[config.mk]
export PLATFORM = sky130hd
export DESIGN_NAME = edid_block_validator
export DESIGN_NICKNAME = d
export VERILOG_FILES = /design/src/rtl/edv_pkg.sv /design/src/rtl/edid_block_validator.sv
export SDC_FILE = /design/constraint.sdc
export NUM_CORES = 1
export LEC_CHECK = 0
export BUFFER_PORTS_ARGS = -buffer_cell sky130_fd_sc_hd__buf_4
export CAP_MARGIN = 25
export CORE_UTILIZATION = 64
export DETAILED_ROUTE_END_ITERATION = 7
export PLACE_DENSITY = 0.85
export SETUP_SLACK_MARGIN = 0.3
export SLEW_MARGIN = 20
export SYNTH_ARGS = -nofsm -noshare
export SYNTH_HDL_FRONTEND = slang
export SYNTH_SLANG_ARGS = --single-unit
[constraint.sdc]
create_clock -name clk -period 6.23 [get_ports clk]
set_input_delay 0 -clock clk [delete_from_list [all_inputs] [get_ports clk]]
set_output_delay 0 -clock clk [all_outputs]
set_load 0.01 [all_outputs]
[src/rtl/edv_pkg.sv]
// ----------------------------------------------------------------------------
// edv_pkg
// Types, codes and helper functions of the EDID block validator.
// ----------------------------------------------------------------------------
package edv_pkg;

	localparam int BLOCK_BYTES = 128;
	localparam int BLK_LOG2    = 7;

	// Byte positions inside the base block.
	localparam int POS_MFG_HI = 8;
	localparam int POS_MFG_LO = 9;
	localparam int POS_PRD_HI = 10;
	localparam int POS_PRD_LO = 11;
	localparam int POS_WEEK   = 16;
	localparam int POS_YEAR   = 17;
	localparam int POS_EXT    = 126;

	localparam logic [4:0] LETTER_MAX = 5'd26;

	// Error codes, ordered by priority.
	localparam logic [2:0] ERR_OK       = 3'd0;
	localparam logic [2:0] ERR_LENGTH   = 3'd1;
	localparam logic [2:0] ERR_HEADER   = 3'd2;
	localparam logic [2:0] ERR_BLOCKS   = 3'd3;
	localparam logic [2:0] ERR_CHECKSUM = 3'd4;
	localparam logic [2:0] ERR_MFG      = 3'd5;

	typedef struct packed {
		logic [7:0] data_byte;
		logic       last;
	} byte_item_t;

	typedef struct packed {
		logic        valid_res;
		logic [2:0]  error_code;
		logic [15:0] manufacturer_id;
		logic [15:0] product_code;
		logic [7:0]  manufacture_week;
		logic [7:0]  manufacture_year;
	} report_t;

	// Expected header byte: 00 FF FF FF FF FF FF 00.
	function automatic logic [7:0] hdr_byte(input logic [2:0] pos);
		logic [7:0] v;
		v = 8'hff;
		if (pos == 3'd0 || pos == 3'd7) begin
			v = 8'h00;
		end
		return v;
	endfunction

	function automatic logic letter_bad(input logic [4:0] v);
		return (v == 5'd0) || (v > LETTER_MAX);
	endfunction

endpackage

[src/rtl/edid_block_validator.sv]
// ----------------------------------------------------------------------------
// edid_block_validator
// Streaming EDID blob check with identity capture.
// ----------------------------------------------------------------------------
// Bytes of an EDID blob enter one per cycle on the byte channel while
// byte_stall is low, the final byte marked by last. A byte passes an input
// register and then a result register, so a report appears in the result
// register in the cycle after its last byte leaves the input register and can
// wait there while the next blob already streams in. Only a report that
// is held by report_stall while another last byte arrives stops the input.
// The report gives the first failing check (length, header, block count,
// checksum, manufacturer letters) and the identity bytes that were captured;
// positions never received read as zero. Bytes past MAX_BLOCKS blocks are
// dropped and turn the report into a length error. After each report the
// block starts a new blob.
module edid_block_validator #(
	parameter int MAX_BLOCKS = 33
) (
	input  logic                 clk,
	input  logic                 arst_n,
	input  logic                 byte_valid,
	output logic                 byte_stall,
	input  edv_pkg::byte_item_t  byte_item,
	output logic                 report_valid,
	input  logic                 report_stall,
	output edv_pkg::report_t     report
);

	localparam int MAX_LEN = MAX_BLOCKS * edv_pkg::BLOCK_BYTES;
	localparam int CNT_W   = $clog2(MAX_LEN + 1);
	localparam int BL      = edv_pkg::BLK_LOG2;

	// Input register.
	edv_pkg::byte_item_t byte_s1;
	logic                valid_s1;

	// Blob state.
	logic [CNT_W-1:0] count_q;
	logic [7:0]       sum_q;
	logic             ck_fail_q;
	logic             hdr_fail_q;
	logic             too_long_q;
	logic [7:0]       ext_q;
	logic [15:0]      mfg_q;
	logic [15:0]      prd_q;
	logic [7:0]       week_q;
	logic [7:0]       year_q;

	logic [CNT_W-1:0] count_n;
	logic [7:0]       sum_n;
	logic             ck_fail_n;
	logic             hdr_fail_n;
	logic             too_long_n;
	logic [7:0]       ext_n;
	logic [15:0]      mfg_n;
	logic [15:0]      prd_n;
	logic [7:0]       week_n;
	logic [7:0]       year_n;
	logic [7:0]       sum_add;

	edv_pkg::report_t report_q;
	logic             report_valid_q;
	logic [2:0]       err;
	logic [8:0]       ext_blocks;
	logic             out_free;
	logic             consume;

	assign out_free   = !report_valid_q || !report_stall;
	assign consume    = valid_s1 && (!byte_s1.last || out_free);
	assign byte_stall = valid_s1 && !consume;

	// Next blob state for the byte in the input register.
	always_comb begin
		count_n    = count_q;
		sum_n      = sum_q;
		ck_fail_n  = ck_fail_q;
		hdr_fail_n = hdr_fail_q;
		too_long_n = too_long_q;
		ext_n      = ext_q;
		mfg_n      = mfg_q;
		prd_n      = prd_q;
		week_n     = week_q;
		year_n     = year_q;
		sum_add    = sum_q + byte_s1.data_byte;
		if (count_q == CNT_W'(MAX_LEN)) begin
			too_long_n = 1'b1;
		end else begin
			if (count_q[CNT_W-1:3] == '0 &&
			    byte_s1.data_byte != edv_pkg::hdr_byte(count_q[2:0])) begin
				hdr_fail_n = 1'b1;
			end
			if (count_q == CNT_W'(edv_pkg::POS_MFG_HI)) begin
				mfg_n[15:8] = byte_s1.data_byte;
			end else if (count_q == CNT_W'(edv_pkg::POS_MFG_LO)) begin
				mfg_n[7:0] = byte_s1.data_byte;
			end else if (count_q == CNT_W'(edv_pkg::POS_PRD_HI)) begin
				prd_n[15:8] = byte_s1.data_byte;
			end else if (count_q == CNT_W'(edv_pkg::POS_PRD_LO)) begin
				prd_n[7:0] = byte_s1.data_byte;
			end else if (count_q == CNT_W'(edv_pkg::POS_WEEK)) begin
				week_n = byte_s1.data_byte;
			end else if (count_q == CNT_W'(edv_pkg::POS_YEAR)) begin
				year_n = byte_s1.data_byte;
			end else if (count_q == CNT_W'(edv_pkg::POS_EXT)) begin
				ext_n = byte_s1.data_byte;
			end
			// The last byte of each block closes its checksum.
			if (count_q[BL-1:0] == {BL{1'b1}}) begin
				if (sum_add != 8'h00) begin
					ck_fail_n = 1'b1;
				end
				sum_n = 8'h00;
			end else begin
				sum_n = sum_add;
			end
			count_n = count_q + CNT_W'(1);
		end
	end

	// Report for a blob that ends with this byte.
	always_comb begin
		ext_blocks = {1'b0, ext_n} + 9'd1;
		if (too_long_n || count_n[CNT_W-1:BL] == '0 || count_n[BL-1:0] != '0) begin
			err = edv_pkg::ERR_LENGTH;
		end else if (hdr_fail_n) begin
			err = edv_pkg::ERR_HEADER;
		end else if (ext_blocks != 9'(count_n[CNT_W-1:BL])) begin
			err = edv_pkg::ERR_BLOCKS;
		end else if (ck_fail_n) begin
			err = edv_pkg::ERR_CHECKSUM;
		end else if (edv_pkg::letter_bad(mfg_n[14:10]) || edv_pkg::letter_bad(mfg_n[9:5]) ||
		             edv_pkg::letter_bad(mfg_n[4:0])) begin
			err = edv_pkg::ERR_MFG;
		end else begin
			err = edv_pkg::ERR_OK;
		end
	end

	always_ff @(posedge clk or negedge arst_n) begin
		if (!arst_n) begin
			valid_s1 <= 1'b0;
		end else if (!byte_stall) begin
			valid_s1 <= byte_valid;
		end
	end

	always_ff @(posedge clk) begin
		if (!byte_stall && byte_valid) begin
			byte_s1 <= byte_item;
		end
	end

	always_ff @(posedge clk or negedge arst_n) begin
		if (!arst_n) begin
			count_q    <= '0;
			sum_q      <= '0;
			ck_fail_q  <= 1'b0;
			hdr_fail_q <= 1'b0;
			too_long_q <= 1'b0;
			ext_q      <= '0;
			mfg_q      <= '0;
			prd_q      <= '0;
			week_q     <= '0;
			year_q     <= '0;
		end else if (consume) begin
			if (byte_s1.last) begin
				count_q    <= '0;
				sum_q      <= '0;
				ck_fail_q  <= 1'b0;
				hdr_fail_q <= 1'b0;
				too_long_q <= 1'b0;
				ext_q      <= '0;
				mfg_q      <= '0;
				prd_q      <= '0;
				week_q     <= '0;
				year_q     <= '0;
			end else begin
				count_q    <= count_n;
				sum_q      <= sum_n;
				ck_fail_q  <= ck_fail_n;
				hdr_fail_q <= hdr_fail_n;
				too_long_q <= too_long_n;
				ext_q      <= ext_n;
				mfg_q      <= mfg_n;
				prd_q      <= prd_n;
				week_q     <= week_n;
				year_q     <= year_n;
			end
		end
	end

	always_ff @(posedge clk or negedge arst_n) begin
		if (!arst_n) begin
			report_valid_q <= 1'b0;
		end else if (consume && byte_s1.last) begin
			report_valid_q <= 1'b1;
		end else if (!report_stall) begin
			report_valid_q <= 1'b0;
		end
	end

	always_ff @(posedge clk) begin
		if (consume && byte_s1.last) begin
			report_q.valid_res        <= (err == edv_pkg::ERR_OK);
			report_q.error_code       <= err;
			report_q.manufacturer_id  <= mfg_n;
			report_q.product_code     <= prd_n;
			report_q.manufacture_week <= week_n;
			report_q.manufacture_year <= year_n;
		end
	end

	assign report_valid = report_valid_q;
	assign report       = report_q;

endmodule

==> results.sh, run 1 <==
export IMPL_tightestPinTransition_ps=875
export IMPL_max_cap_violations=0
export IMPL_number_of_global_route_vias_before_repair=5067
export IMPL_remaining_drc_errors=0
export IMPL_cellPowerDensity_mw_per_mm2=283
export IMPL_setup_worst_path_end_class="flip-flop"
export IMPL_ys_flop_type="dfrtp_1"
export IMPL_cts_root_buf="clkbuf_8"
export IMPL_drive_gt1_frac=0.256
export IMPL_yosys_area_share_simple=0.106
export IMPL_areaGrowthSynthToFinish_pct=18.2
export IMPL_timing_final_max_slew_violations=0
export IMPL_postSynth_asyncResetShare=0.573
export IMPL_internal_power_mw=1.69
export IMPL_totalWireLength_mm=16.4
export IMPL_synth_mux_area_frac=0.0939
export IMPL_antenna_found_initial=0
export IMPL_dr_vias=4957
export IMPL_synth_compound_area_share=0.140
export IMPL_synthDominantAreaCellType="dfrtp_1"
export IMPL_holdCritPathClass="in -> async"
export IMPL_clk_pin_slew_ps=60
export IMPL_worst_setup_path_type="reg -> reg"
export IMPL_clock_tree_buffer_depth=2
export IMPL_seq_power_share=0.472
export IMPL_report_final_setup_viol=0
export IMPL_post_synth_xor_area_fraction=0.0396
export IMPL_max_slew_margin_rel=0.412
export IMPL_switching_share=0.263
export IMPL_synth_net_count=577
export IMPL_avgRoutedWirePerCell_um=21.4
export IMPL_combinational_family_with_the_most_area_after_synthesis="compound AO/OA/AOI/OAI gates"
export IMPL_initialDrtViolationCount=420
export IMPL_finalHoldViolCount=0
export IMPL_insertion_delay_ps=530
export IMPL_rrSetupSlack_ps=1610
export IMPL_detail_route_first_pass_iterations=5
export IMPL_routabilityCongestion=0.896
export IMPL_postSynthCellCount=551
export IMPL_synthMostInstantiatedCell="dfrtp_1"
export IMPL_fin_setup_tns_ps=0
export IMPL_io_buffer_count=66
export IMPL_crit_path_max_fanout=12
export IMPL_via_per_inst=6.47
export IMPL_nNetsFinal=643
export IMPL_max_vdd_ir_drop_uv=291
export IMPL_route_antenna_remaining_nets=0
export IMPL_post_layout_minimum_cycle_time_ps=4620
export IMPL_floorplan_die_area_mm2=0.0111
export IMPL_grt_max_degree=61
export IMPL_synth_edf_count=61
export IMPL_numCtsBuffers=17
export IMPL_detailedPlacementHpwl_mm=9.83
export IMPL_adder_cell_share_of_the_synthesized_area=0.0249
export IMPL_syn_avg_cell_area_um2=12.4
export IMPL_placementRows=37
export IMPL_initial_core_util=0.662
export IMPL_overflow=0
export IMPL_ys_warn_count=0
export IMPL_insertedDiodeCount=0
export IMPL_yosysTopAreaCellShare=0.300
export IMPL_worst_setup_path_start_kind="flip-flop"
export IMPL_synth_ff_latch_count=143
export IMPL_maxClockFrequency_mhz=216
export IMPL_grt_setup_unrepaired="no"
export IMPL_die_height_um=105
export IMPL_power_switching_uw=601
export IMPL_synth_area_mm2=0.00683
export IMPL_setup_clock_skew_after_layout_ps=15.3
export IMPL_power_mw=2.29
export IMPL_worst_endpoint_arrival_ps=4890
export IMPL_critPathRequiredTime_ps=6500
export IMPL_ys_types=57
export IMPL_h_tree_depth=4
export IMPL_die_width_um=105
export IMPL_cts_sinks=143
export IMPL_synth_area_top_cells="dfrtp_1 (30%), edfxtp_1 (27%), mux2_2 (8.1%), a22o_1 (7.8%), xnor2_1 (2.4%)"
export IMPL_groute_usage_overall=0.317
export IMPL_run_status="completed"
export IMPL_p_comb_frac=0.120
export IMPL_yosys_top_cells_count="dfrtp_1 (82), a22o_1 (61), edfxtp_1 (61), mux2_2 (49), clkbuf_1 (31)"
export IMPL_io_pins=67
export IMPL_core_footprint_mm2=0.0103
export IMPL_first_pass_grt_wire_length_mm=26.5
export IMPL_synth_seq_area_share=0.568
export IMPL_fin_crit_sh=0.742
export IMPL_clock_tree_from_tritoncts="done"
export IMPL_leakagePower_nw=3.50
export IMPL_relative_contribution_of_the_clock_network_to_total_power=0.408
[timing repair]
action	in CTS	in global routing
setup buffers	0	0
endpoints found under the setup margin	0	0
gates resized for setup	0	0
hold buffers	13	0
hold endpoints to repair	93	0
[worst max-delay path, cell delays in order (launching register included)]
cell and delay [ps]:
dfrtp_1 480, or4_4 590, nor4_4 770, mux2i_1 260
inv_1 100, ha_1 240, nand3_1 130, or4b_2 640
o21ai_0 100, mux2i_1 110, a2111oi_1 290, nand4_1 240
a211oi_1 310, o21bai_1 100
[flip-flops by register name, summed over array words and instances, names as in the netlist]
| signal | cells |
|---|---|
| report_valid | 1 |
| sum_q | 8 |
| byte_s1 | 9 |
| mfg_q | 16 |
| week_q | 8 |
| count_q | 13 |
| hdr_fail_q | 1 |
| valid_s1 | 1 |
| prd_q | 16 |
| ck_fail_q | 1 |
| too_long_q | 1 |
| report | 52 |
| ext_q | 8 |
| year_q | 8 |
[cell families after synthesis]
logic type | count (synthesis)
buf+inv | 43
xor+xnor | 30
compound gates | 129
fa+ha+maj | 13
simple gates | 135
flops | 143
mux | 58
[cell type report]
| class | instances | area [um2] |
|---|---|---|
| Fill cell | 586 | 2240 |
| Timing Repair Buffer | 83 | 676 |
| Multi-Input combinational cell | 365 | 2770 |
| Sequential cell | 143 | 3880 |
| Tap cell | 136 | 170 |
| Clock buffer | 20 | 435 |
| Clock inverter | 12 | 114 |
| Inverter | 7 | 26.3 |
[worst paths after layout]
| kind | from | endpoint | cells past startpoint |
|---|---|---|---|
| worst max-delay path | count_q[8]$_DFFE_PN0P_ | report[48]$_DFFE_PP_ | 13 |
| worst min-delay path | arst_n | prd_q[9]$_DFFE_PN0P_ | 2 |
| worst max register to register | count_q[8]$_DFFE_PN0P_ | report[48]$_DFFE_PP_ | 13 |
| worst min register to register | too_long_q$_DFFE_PN0P_ | too_long_q$_DFFE_PN0P_ | 2 |
| max in group asynchronous | arst_n | sum_q[2]$_DFFE_PN0P_ | 3 |
| min in group clk | byte_item[8] | byte_s1[8]$_DFFE_PP_ | 2 |
[metal layers]
metal,wire [um],vias to the layer above,track usage
met2,8170,224,0.516
met4,321,0,0.122
met3,1120,26,0.0686
met1,6810,2486,0.420
li1,-,2221,-
met5,0,-,0
[layout by cell type (no fill, tap or decap), types with 2 or more instances in the layout]
master / netlist / routed
nand3b_1: 3 / 3
inv_1: 7 / 6
a21o_1: 2 / 2
clkinvlp_4: 0 / 4
nor3_1: 14 / 14
dlygate4sd3_1: 0 / 13
clkinv_4: 0 / 4
nand2_1: 26 / 25
nor2b_1: 3 / 3
and2_1: 3 / 3
a211oi_1: 5 / 5
clkbuf_16: 0 / 16
clkinv_2: 0 / 2
clkbuf_1: 31 / 2
edfxtp_1: 61 / 61
o21bai_1: 2 / 2
or4_1: 3 / 3
dfrtp_1: 82 / 82
a31oi_1: 3 / 3
nor2_1: 27 / 26
a22o_1: 61 / 61
o21ai_0: 28 / 28
ha_1: 12 / 12
o31ai_1: 3 / 3
clkbuf_8: 0 / 2
nor3b_1: 2 / 2
buf_4: 2 / 69
xor2_1: 10 / 10
nand2b_1: 7 / 7
mux2i_1: 9 / 9
nand4_1: 12 / 12
nor4_1: 3 / 3
mux2_2: 49 / 49
and3_1: 6 / 6
xnor2_1: 19 / 19
or3_1: 3 / 3
a21oi_1: 13 / 13
nand3_1: 14 / 14
[power groups by stage]
| stage | registers (mW) | clock network, mW | logic, mW |
|---|---|---|---|
| after floorplan | 1.08 | 0 | 0.182 |
| after global placement | 1.09 | 0 | 0.253 |
| after detailed placement | 1.10 | 0 | 0.263 |
| after CTS | 1.08 | 0.941 | 0.272 |
| after global routing | 1.08 | 0.984 | 0.304 |
| final | 1.08 | 0.934 | 0.274 |
[metrics by stage]
stage                     cell area [um2]  std cells  setup slack (ps)   util  hold slack (ps)
after global routing                 8080        766              1240  0.783             48.2
final                                8080        766              1610  0.783             11.8
after floorplan                      6830        551              2420      -             -296
after global placement               7370        720              1870  0.714              178
after detailed placement             7400        721              1660  0.717             16.2
after CTS                            8080        766              1640  0.783             8.49
(Power assumes the default switching activity.)
==> run 2, diff against run 1 <==
- ABC_AREA: unset -> 1
- CORE_UTILIZATION: 64 -> 54
- PLACE_DENSITY: 0.85 -> 0.76
- clock period: 6.23 -> 3.72 ns (I/O delays scaled with it)
==> results.sh, run 2 <==
export IMPL_groute_usage_overall=0.246
export IMPL_synthDominantAreaCellType="dfrtp_1"
export IMPL_detail_route_first_pass_iterations=5
export IMPL_cell_type_of_the_slowest_stage_on_the_worst_timing_path="dfrtp_1"
export IMPL_critPathRequiredTime_ps=3880
export IMPL_num_fill_cells=1083
export IMPL_route_top_layer_used="met4"
export IMPL_overflow=0
export IMPL_tightestPinTransition_ps=904
export IMPL_postSynthCellCount=827
export IMPL_totalWireLength_mm=16.2
export IMPL_die_height_um=118
export IMPL_met2_wirelength_mm=7.44
export IMPL_syn_avg_cell_area_um2=8.86
export IMPL_max_cap_violations=0
export IMPL_worst_setup_path_start_kind="flip-flop"
export IMPL_initial_core_util=0.553
export IMPL_yosys_area_share_simple=0.220
export IMPL_cts_repair_resized=0
export IMPL_synth_compound_area_share=0.109
export IMPL_placementRows=42
export IMPL_route_met3_wl_um=867
export IMPL_route_antenna_remaining_nets=0
export IMPL_synthMostInstantiatedCell="nand2_1"
export IMPL_core_footprint_mm2=0.0132
export IMPL_post_layout_minimum_cycle_time_ps=3100
export IMPL_clock_tree_buffer_depth=2
export IMPL_layout_commonest_cell="nand2_1"
export IMPL_largest_register_ff_count=52
export IMPL_numPlacedInstances=1048
export IMPL_synth_seq_area_share=0.530
export IMPL_ys_flop_type="dfrtp_1"
export IMPL_synth_edf_count=61
export IMPL_io_pins=67
export IMPL_insertedDiodeCount=0
export IMPL_finalHoldViolCount=0
export IMPL_post_cts_setup_buffer_count=0
export IMPL_antenna_found_initial=0
export IMPL_fin_cells=1093
export IMPL_wl_met1_mm=7.46
export IMPL_grt_max_degree=66
export IMPL_cpLargestDelayFamily="simple AND/OR/NAND/NOR gates"
export IMPL_postLayoutSetupSlackWorst_ps=622
export IMPL_report_final_setup_viol=0
export IMPL_cts_root_buf="clkbuf_16"
export IMPL_maxClockFrequency_mhz=323
export IMPL_ys_types=45
export IMPL_routabilityCongestion=0.930
export IMPL_synth_area_top_cells="dfrtp_1 (28%), edfxtp_1 (25%), nand2_1 (9.5%), inv_1 (8.0%), o22ai_1 (5.2%)"
export IMPL_clk_pin_slew_ps=60
export IMPL_worst_r2r_startpoint="count_q[0]$_DFFE_PN0P_"
export IMPL_yosys_top_cells_count="nand2_1 (186), inv_1 (156), dfrtp_1 (82), nand3_1 (64)"
export IMPL_power_mw=3.98
export IMPL_grt_setup_unrepaired="no"
export IMPL_run_status="completed"
export IMPL_post_synth_xor_area_fraction=0.0186
export IMPL_remaining_drc_errors=0
export IMPL_setup_clock_skew_after_layout_ps=7.80
export IMPL_cpPeakStageDelay_ps=440
export IMPL_detailedPlacementHpwl_mm=10.7
export IMPL_avgRoutedWirePerCell_um=14.8
export IMPL_combinational_family_with_the_most_area_after_synthesis="simple AND/OR/NAND/NOR gates"
export IMPL_initialDrtViolationCount=501
export IMPL_cellPowerDensity_mw_per_mm2=457
export IMPL_crit_path_frequent_cell="nand2_1"
export IMPL_drive_gt1_frac=0.152
export IMPL_die_width_um=118
export IMPL_cts_sinks=143
export IMPL_fin_setup_tns_ps=0
export IMPL_nNetsFinal=930
export IMPL_first_pass_grt_wire_length_mm=26.9
export IMPL_via_per_inst=5.32
export IMPL_clock_tree_from_tritoncts="done"
export IMPL_adder_cell_share_of_the_synthesized_area=0.0232
export IMPL_most_common_layout_cells="nand2_1 (186), inv_1 (153), dfrtp_1 (82)"
export IMPL_areaGrowthSynthToFinish_pct=18.8
export IMPL_rrSetupSlack_ps=620
export IMPL_crit_path_max_fanout=14
export IMPL_max_slew_margin_rel=0.395
export IMPL_worstPathBufferInverterCount=1
export IMPL_dr_vias=5812
export IMPL_floorplan_die_area_mm2=0.0140
export IMPL_leakagePower_nw=4.45
export IMPL_h_tree_depth=4
export IMPL_synth_mux_area_frac=0
export IMPL_synth_net_count=853
export IMPL_yosysTopAreaCellShare=0.280
export IMPL_reg2reg_depth=18
export IMPL_layout_core_utilization=0.658
export IMPL_insertion_delay_ps=430
export IMPL_postSynth_asyncResetShare=0.573
export IMPL_timing_rr_end="report[48]$_DFFE_PP_"
export IMPL_ys_warn_count=0
export IMPL_max_vdd_ir_drop_uv=357
export IMPL_number_of_global_route_vias_before_repair=5596
export IMPL_io_buffer_count=66
export IMPL_worst_endpoint_arrival_ps=3250
export IMPL_holdCritPathClass="in -> async"
export IMPL_fin_crit_sh=0.833
export IMPL_worst_setup_path_type="reg -> reg"
export IMPL_setup_worst_path_end_class="flip-flop"
export IMPL_synth_area_mm2=0.00733
export IMPL_numCtsBuffers=17
export IMPL_dp_slack_ps=674
export IMPL_synth_ff_latch_count=143
export IMPL_path_cells="inv_1 -> ha_1 -> nand3_4 -> nor2_8 -> nand2_4 -> nand2_1 -> nand2_2 -> ha_1 -> xnor3_1 -> nand3_1 -> nor2_1 -> nand2_1 -> nor2_1 -> nand2_1 -> nor2_4 -> nand2_1 -> nand2_1 -> nand2_2"
export IMPL_timing_final_max_slew_violations=0
-- run 2: layer usage --
layer,vias to the layer above,global-route usage
met4,0,0.109
met5,-,0
met3,36,0.0483
li1,2877,-
met1,2688,0.340
met2,211,0.378
-- run 2: cell type report --
cell class | count | area (um2) | area share
Timing Repair Buffer | 83 | 668 | 0.0767
Inverter | 162 | 608 | 0.0698
Clock inverter | 14 | 188 | 0.0215
Multi-Input combinational cell | 497 | 2710 | 0.311
Sequential cell | 143 | 3880 | 0.446
Clock buffer | 18 | 429 | 0.0493
Tap cell | 176 | 220 | 0.0253
-- run 2: worst max path at each step --
stage	slack, ps	depth (start not counted)	endpoint	start
floorplan	930	19	report[48]$_DFFE_PP_	count_q[0]$_DFFE_PN0P_
global placement	770	18	report[48]$_DFFE_PP_	count_q[0]$_DFFE_PN0P_
detailed placement	670	18	report[48]$_DFFE_PP_	count_q[0]$_DFFE_PN0P_
CTS	650	18	report[48]$_DFFE_PP_	count_q[0]$_DFFE_PN0P_
global route	340	18	report[48]$_DFFE_PP_	count_q[0]$_DFFE_PN0P_
finish	620	18	report[48]$_DFFE_PP_	count_q[0]$_DFFE_PN0P_
-- run 2: timing repair --
action | CTS | global route
endpoints found under the setup margin | 0 | 0
hold buffers | 13 | 0
endpoints found under the hold margin | 50 | 0
-- run 2: logic make-up after synthesis --
group | Yosys count
flops | 143
buf+inv | 187
compound gates | 130
fa+ha+maj | 13
xor+xnor | 14
simple gates | 340
-- run 2: report_power, final --
part / internal (mW) / switching (mW) / leakage [nW]
clock: 1.12 / 0.656 / 0.304
sequential: 1.72 / 0.0519 / 1.72
combinational: 0.160 / 0.276 / 2.42
-- run 2: per-stage QoR --
step,area (um2),hold slack (ps)
floorplan,7330,-296
global placement,7960,19.9
detailed placement,7960,17.3
CTS,8710,110
global route,8710,156
finish,8710,97.1
==> run 3, diff against run 2 <==
- CORE_UTILIZATION: 54 -> 60
- PLACE_DENSITY: 0.76 -> 0.8
- clock period: 3.72 -> 3 ns (I/O delays scaled with it)
==> results.sh, run 3 (synthesis results as in run 2) <==
export IMPL_run_status="completed"
export IMPL_first_pass_grt_wire_length_mm=28.4
export IMPL_leakagePower_nw=4.60
export IMPL_initial_core_util=0.628
export IMPL_avgRoutedWirePerCell_um=16.4
export IMPL_clk_pin_slew_ps=60
export IMPL_overflow=0
export IMPL_rrSetupSlack_ps=300
export IMPL_insertedDiodeCount=0
export IMPL_cell_type_of_the_slowest_stage_on_the_worst_timing_path="dfrtp_2"
export IMPL_areaGrowthSynthToFinish_pct=23.7
export IMPL_report_final_setup_viol=0
export IMPL_nNetsFinal=960
export IMPL_drive_gt1_frac=0.211
export IMPL_via_per_inst=5.74
export IMPL_tightestPinTransition_ps=760
export IMPL_crit_path_max_fanout=10
export IMPL_most_common_layout_cells="nand2_1 (179), inv_1 (153), buf_4 (96)"
export IMPL_fin_cells=1090
export IMPL_cellPowerDensity_mw_per_mm2=543
export IMPL_grt_setup_unrepaired="no"
export IMPL_cts_root_buf="clkbuf_16"
export IMPL_finalHoldViolCount=0
export IMPL_groute_usage_overall=0.292
export IMPL_io_pins=67
export IMPL_dr_vias=6260
export IMPL_core_footprint_mm2=0.0117
export IMPL_totalWireLength_mm=17.8
export IMPL_layout_commonest_cell="nand2_1"
export IMPL_post_layout_instance_area_mm2=0.00906
export IMPL_critPathRequiredTime_ps=3160
export IMPL_number_of_global_route_vias_before_repair=6055
export IMPL_register_area_mm2=0.00389
export IMPL_post_layout_minimum_cycle_time_ps=2700
export IMPL_max_cap_violations=0
export IMPL_detail_route_first_pass_iterations=7
export IMPL_worst_endpoint_arrival_ps=2850
export IMPL_numCtsBuffers=17
export IMPL_floorplan_die_area_mm2=0.0127
export IMPL_antenna_found_initial=0
export IMPL_initialDrtViolationCount=497
export IMPL_detailedPlacementHpwl_mm=11.7
export IMPL_h_tree_depth=4
export IMPL_worst_setup_path_type="reg -> reg"
export IMPL_num_fill_cells=748
export IMPL_path_cells="nor2_1 -> nand2_2 -> nor2_8 -> buf_6 -> nand2_4 -> buf_4 -> nand2_1 -> nand2_1 -> nand2_1 -> nor2_1 -> nor2_1 -> nand4_1 -> nand2_1 -> nand2_1 -> nand2_1 -> nand2_2"
export IMPL_max_slew_margin_rel=0.490
export IMPL_setup_worst_path_end_class="flip-flop"
export IMPL_maxClockFrequency_mhz=371
export IMPL_postLayoutSetupSlackWorst_ps=303
export IMPL_layout_core_utilization=0.777
export IMPL_clock_tree_from_tritoncts="done"
export IMPL_clock_tree_buffer_depth=2
export IMPL_max_vdd_ir_drop_uv=451
export IMPL_numPlacedInstances=1030
export IMPL_holdCritPathClass="in -> async"
export IMPL_die_width_um=113
export IMPL_worstPathBufferInverterCount=2
export IMPL_crit_path_frequent_cell="nand2_1"
export IMPL_fin_crit_sh=0.899
export IMPL_instance_area_at_placement_mm2=0.00806
export IMPL_cts_sinks=143
export IMPL_cpLargestDelayFamily="simple AND/OR/NAND/NOR gates"
export IMPL_setup_clock_skew_after_layout_ps=12.4
export IMPL_worst_setup_path_start_kind="flip-flop"
export IMPL_largest_register_ff_count=52
export IMPL_insertion_delay_ps=430
export IMPL_route_antenna_remaining_nets=0
export IMPL_multiInputGateArea_mm2=0.00287
export IMPL_dp_slack_ps=178
export IMPL_grt_max_degree=66
export IMPL_remaining_drc_errors=0
export IMPL_fin_setup_tns_ps=0
export IMPL_placementRows=39
export IMPL_io_buffer_count=66
export IMPL_routabilityCongestion=0.873
export IMPL_die_height_um=113
export IMPL_cpPeakStageDelay_ps=440
export IMPL_timing_final_max_slew_violations=0
## run 3: area by class of cell
cell class              instances  share of cell area
clock inverters                 9              0.0146
flip-flops and latches        143               0.429
repair buffers                113               0.101
inverters                     162              0.0675
multi-input cells             497               0.317
well taps                     143              0.0197
clock buffers                  23              0.0505
## run 3: through the flow
stage	hold WS [ps]	power [mW]
after floorplan	-296	2.55
after global placement	-0.720	2.75
after detailed placement	5.49	2.76
after CTS	108	4.88
after global routing	139	5.08
final	88.8	4.92
## run 3: layer usage
layer	global-route usage	wire length (um)	up-vias
met2	0.494	8940	273
li1	-	-	2942
met1	0.364	7290	2994
met5	0	0	-
met3	0.0643	1120	51
met4	0.122	492	0
## run 3: power by group
part | internal, mW | switching (mW) | total [mW]
sequential | 2.13 | 0.0515 | 2.18
clock | 1.33 | 0.796 | 2.13
combinational | 0.239 | 0.378 | 0.617
## run 3: what timing repair did
| item | 4_1_cts | 5_1_grt |
|---|---|---|
| hold buffers | 12 | 0 |
| setup buffers | 8 | 8 |
| endpoints found under the hold margin | 47 | 0 |
| pin swaps | 5 | 15 |
| resized for setup | 7 | 38 |
| endpoints found under the setup margin | 4 | 4 |
## run 3: path summary, 6_finish.rpt
check / cells past startpoint / end / from
max in group asynchronous: 3 / count_q[11]$_DFFE_PN0P_ / arst_n
min: 2 / count_q[8]$_DFFE_PN0P_ / arst_n
min reg2reg: 2 / ext_q[5]$_DFFE_PN0P_ / ext_q[5]$_DFFE_PN0P_
max: 16 / report[48]$_DFFE_PP_ / count_q[11]$_DFFE_PN0P_
min in group clk: 2 / byte_s1[6]$_DFFE_PP_ / byte_item[6]
max reg2reg: 16 / report[48]$_DFFE_PP_ / count_q[11]$_DFFE_PN0P_
